### config.mk
export PLATFORM = sky130hd
export DESIGN_NAME = affinv_fifo
export DESIGN_NICKNAME = d
export VERILOG_FILES = /design/src/design/affinv_pkg.sv /design/src/design/affinv_fifo.sv
export SDC_FILE = /design/constraint.sdc
export NUM_CORES = 1
export LEC_CHECK = 0
export ABC_CLOCK_PERIOD_IN_PS = 6450
export BUFFER_PORTS_ARGS = -buffer_cell sky130_fd_sc_hd__buf_2
export CAP_MARGIN = 5
export CORE_ASPECT_RATIO = 0.8
export CORE_UTILIZATION = 40
export DETAILED_ROUTE_END_ITERATION = 12
export PLACE_DENSITY = 0.7
export SLEW_MARGIN = 30
export SYNTH_ARGS = -nofsm -noshare
export SYNTH_HDL_FRONTEND = slang
export SYNTH_SLANG_ARGS = --single-unit
### constraint.sdc
create_clock -name clk -period 6.45 [get_ports clk]
set_input_delay 0.9675 -clock clk [delete_from_list [all_inputs] [get_ports clk]]
set_output_delay 0.9675 -clock clk [all_outputs]
set_load 0.05 [all_outputs]
### src/design/affinv_pkg.sv
`timescale 1ns / 1ps

package affinv_pkg;

    localparam int FRAC_BITS   = 16;
    localparam int DATA_W      = 32;
    localparam int SQ_W        = 2 * DATA_W;
    // quotient is bounded by 2^(2F), so 2F+1 bits hold it
    localparam int QUO_W       = 2 * FRAC_BITS + 1;
    localparam int QUEUE_DEPTH = 4;
    localparam int PTR_W       = $clog2(QUEUE_DEPTH);
    localparam int CNT_W       = $clog2(QUEUE_DEPTH + 1);

    typedef logic signed [DATA_W-1:0] word_t;

    localparam word_t WORD_MAX = word_t'({1'b0, {(DATA_W-1){1'b1}}});
    localparam word_t WORD_MIN = word_t'({1'b1, {(DATA_W-1){1'b0}}});

    // classified matrix, front to back
    typedef struct packed {
        logic [DATA_W-1:0] mag_a;
        logic [DATA_W-1:0] mag_b;
        logic [DATA_W-1:0] mag_c;
        logic [DATA_W-1:0] mag_d;
        logic              neg_a;
        logic              neg_b;
        logic              neg_c;
        logic              neg_d;
        word_t             shift_x;
        word_t             shift_y;
        logic [SQ_W-1:0]   len0;
        logic [SQ_W-1:0]   len1;
        logic              zero0;
        logic              zero1;
    } queue_t;

    typedef struct packed {
        word_t inv_col0_row0;
        word_t inv_col0_row1;
        word_t inv_col1_row0;
        word_t inv_col1_row1;
        word_t inv_shift_x;
        word_t inv_shift_y;
        logic  zero_column;
        logic  saturated;
    } res_t;

endpackage

### src/design/affinv_fifo.sv
`timescale 1ns / 1ps

module affinv_fifo (
    input  logic                clk,
    input  logic                rst_n,
    input  logic                wr_valid,
    output logic                wr_ready,
    input  affinv_pkg::queue_t  wr_data,
    output logic                rd_valid,
    input  logic                rd_ready,
    output affinv_pkg::queue_t  rd_data
);
    import affinv_pkg::*;

    queue_t           slot_reg [QUEUE_DEPTH];
    logic [PTR_W-1:0] wptr_reg, rptr_reg;
    logic [CNT_W-1:0] count_reg, count_next;
    logic             push, pop;

    assign wr_ready = (count_reg != CNT_W'(QUEUE_DEPTH));
    assign rd_valid = (count_reg != '0);
    assign push     = wr_valid && wr_ready;
    assign pop      = rd_valid && rd_ready;
    assign rd_data  = slot_reg[rptr_reg];

    always_comb
    begin
        case ({push, pop})
            2'b10:   count_next = count_reg + CNT_W'(1);
            2'b01:   count_next = count_reg - CNT_W'(1);
            default: count_next = count_reg;
        endcase
    end

    always_ff @(posedge clk or negedge rst_n)
    begin
        if (!rst_n)
        begin
            wptr_reg  <= '0;
            rptr_reg  <= '0;
            count_reg <= '0;
        end
        else
        begin
            if (push)
            begin
                wptr_reg <= wptr_reg + PTR_W'(1);
            end
            if (pop)
            begin
                rptr_reg <= rptr_reg + PTR_W'(1);
            end
            count_reg <= count_next;
        end
    end

    always_ff @(posedge clk)
    begin
        if (push)
        begin
            slot_reg[wptr_reg] <= wr_data;
        end
    end

endmodule

==> metrics.md <==
| Metric | Value |
|---|---|
| Run status | complete, no violations |
| # port buffers | roughly 660 |
| Worst Setup EP | rd_data[126] |
| CTS Hold Bufs | 1 |
| Syn_nets | 2076 |
| P_leak | 19.0 nW |
| CTS buffer count | 120 |
| R2R Setup Slk | around 3.7 ns |
| Via count of the first global-routing pass | 22451 |
| Pin count of the biggest net entering global routing | around 130 |
| CTS tree | yes |
| Crit path depth | 3 |
| Yosys reg bits | approximately 1300 |
| Die area | 0.120 mm2 |
| Pre-CTS setup slack | 2.77 ns |
| Final period util | between 60% and 70% |
| Maxcap violations | 0 |
| RSZ-0062 raised after global routing | no |
| Crit path largest cell delay | 1.04 ns |
| FF-to-FF path depth | 3 |
| Worst slew pin tran | ~1.1 ns |
| Placeable Area | approximately 0.12 mm2 |
| Root buffer cell | clkbuf_16 |
| Chip height | between 300 and 400 um |
| PostCTS Resize Cnt | 0 |
| Crit-path cells | buf_12 -> mux4_2 -> buf_2 |
| H-tree Lvls | 3 |
| Placed cell area | 0.0527 mm2 |
| PnR Total Power | 0.0307 W |
| Crit Path Max Fanout | 112 |
| WL final | 99200 um |
| Leading cell type in the layout, fill and taps excluded | edfxtp_1 |
| Hold crit path type | in2reg |
| Crit path max-delay family | flip-flops |
| Number of vias per cell | 5.12 |
| Register area | 0.0393 mm2 |
| Gr usage total | approximately 16% |
| Final Wtd Congestion | ~0.77 |
| Commonest non-fill, non-tap cells in the layout | 1304 x edfxtp_1, 657 x buf_2, 326 x mux4_2 |
| Number of flip-flops in the largest register | 1304 |
| Max-Slew Margin vs Limit | 29.4% |
| Clock Path Buffers | 3 |
| Pre-Repair DR Iteration Count | 7 |
| Post-Layout Inst Area | 0.0567 mm2 |
| Worst-Skew Late Latency | 0.72 ns |
| Netlist cell types | 21 |
| Final Max Tran Viols | 0 |
| CP Launch Type | register |
| Mapped Area | 0.0475 mm2 |
| Critical Path RT | 5.48 ns |
| Average wire per standard cell | 23.9 um |
| Mapped Cells | 1740 |
| GRT overflow | 0 |
| R2R Path End | slot_reg[3][118]$_DFFE_PP_ |
| R2r startpoint | count_reg[2]$_DFFE_PN0P_ |
| Area of the multi-input gates | 0.00759 mm2 |
| WS Path Type | reg2out |
| Fin worst setup slack | 2.23 ns |
| NumNets Final | 2826 |
| Crit path arrival time | around 3.3 ns |
| Critical-path top delay cell | dfrtp_4 |
| Antenna violations before repair | 35 |
| Die extent in x | between 300 and 400 um |
| Global-route wire length before repair | roughly 140000 um |
| Critical Path End Type | primary output |
| Final setup fails | 0 |
| DRC | 0 |
| Synth warn | 0 |
| Fillers | 9281 |
| Fin crit period | 4.22 ns |
| Avg Cell Area, Syn | 27.3 um2 |
| Post-route setup TNS | 0 ns |
| Post-detail-place hpwl | 62200 um |
| I/O pin cnt | 658 |
| Sequential area share after synthesis | between 80% and 90% |
| Pwr per Cell Area | 542 mW/mm2 |
| Worst Setup SP | rptr_reg[1]$_DFFE_PN0P_ |
| Initial DRC count | 1296 |
| Crit path buf inv count | 2 |
| Max VDD drop | 374 uV |
| Max Fclk | about 240 MHz |
| Initial core utilization | 40.5% |
| Setup Buffers After CTS | 0 |
| Layout cells sized above 1 | a little under half |
| Vias | 21271 |
| Rows | 112 |
| CTS clock-pin slew for the worst setup and hold paths | ~0.07 ns |
| Worst Skew | 0.0264 ns |
| Endpoints failing hold | 0 |
| Post-DRT Antenna Nets | 0 |
| # clock sinks | 1311 |
| Hold path startpoint | wr_data[290] |
| Area Growth Syn to Fin | 19.3% |
worst register-to-register path: cells and delay by family (launching register included):
family                 cells  cell delay [ns]
DFF                        1             0.43
and+or+nand+nor            2             1.04
buffers and inverters      1             0.52
worst min path at each step:
stage	end	cells after the start
final	slot_reg[3][290]$_DFFE_PP_	1
after detailed placement	count_reg[2]$_DFFE_PN0P_	1
after CTS	slot_reg[3][255]$_DFFE_PP_	1
after global routing	slot_reg[3][255]$_DFFE_PP_	1
after global placement	count_reg[2]$_DFFE_PN0P_	1
after floorplan	count_reg[2]$_DFFE_PN0P_	1
where the power goes:
| part | leakage, nW | total, W | internal [W] | switching, W |
|---|---|---|---|---|
| registers | 12.0 | 0.0117 | 0.0113 | 0.000456 |
| logic | 5.09 | 0.0120 | 0.00343 | 0.00858 |
| clock network | 1.89 | 0.00700 | 0.00401 | 0.00299 |
| total | 19.0 | 0.0307 | 0.0187 | 0.0120 |
through the flow:
stage	cells	utilization, %	hold WS (ns)
3_3_place_gp	3905	45.0	0.491
5_1_grt	4140	48.4	0.394
4_1_cts	4125	48.3	0.379
3_5_place_dp	3905	45.0	0.531
2_1_floorplan	1740	-	0.471
6_report	4151	48.4	0.454
synthesized netlist by cell type, drive strengths merged:
cell,instances,area [um2]
nor2,1,3.75
dfrtp,7,175
or3,1,7.51
and3,4,30.0
fa,1,20.0
inv,6,22.5
edfxtp,1304,39200
mux2i,1,10.0
xnor2,3,26.3
and2,1,8.76
nand2,1,3.75
clkbuf,6,22.5
or3b,1,11.3
o31a,1,10.0
ha,5,62.6
mux2,1,15.0
xor2,3,26.3
mux4,326,7340
buf,67,546
per-layer routing:
| layer | vias up | GRT usage, % | part of all wire (%) |
|---|---|---|---|
| met5 | - | 0 | 0.20 |
| met4 | 30 | 4.56 | 2.3 |
| met3 | 168 | 5.74 | 8.2 |
| met2 | 692 | 27.3 | 51 |
| met1 | 11247 | 19.6 | 38 |
| li1 | 9134 | - | - |
cell type report:
| cell class | count | share of cell area [%] |
|---|---|---|
| Inverter | 6 | 0.0397 |
| Clock buffer | 150 | 5.53 |
| Sequential cell | 1311 | 69.4 |
| Tap cell | 1539 | 3.40 |
| Multi-Input combinational cell | 350 | 13.4 |
| Clock inverter | 69 | 1.34 |
| Antenna cell | 25 | 0.110 |
| Timing Repair Buffer | 701 | 6.78 |
cell families after synthesis:
group,synth area share [%]
multiplexers,15.5
buffers and inverters,1.24
AO/OA/AOI/OAI,0.0211
flip-flops,82.8
adder cells (fa/ha/maj),0.174
AND/OR/NAND/NOR,0.137
XOR/XNOR,0.111
Power figures use the tool's default switching activity.
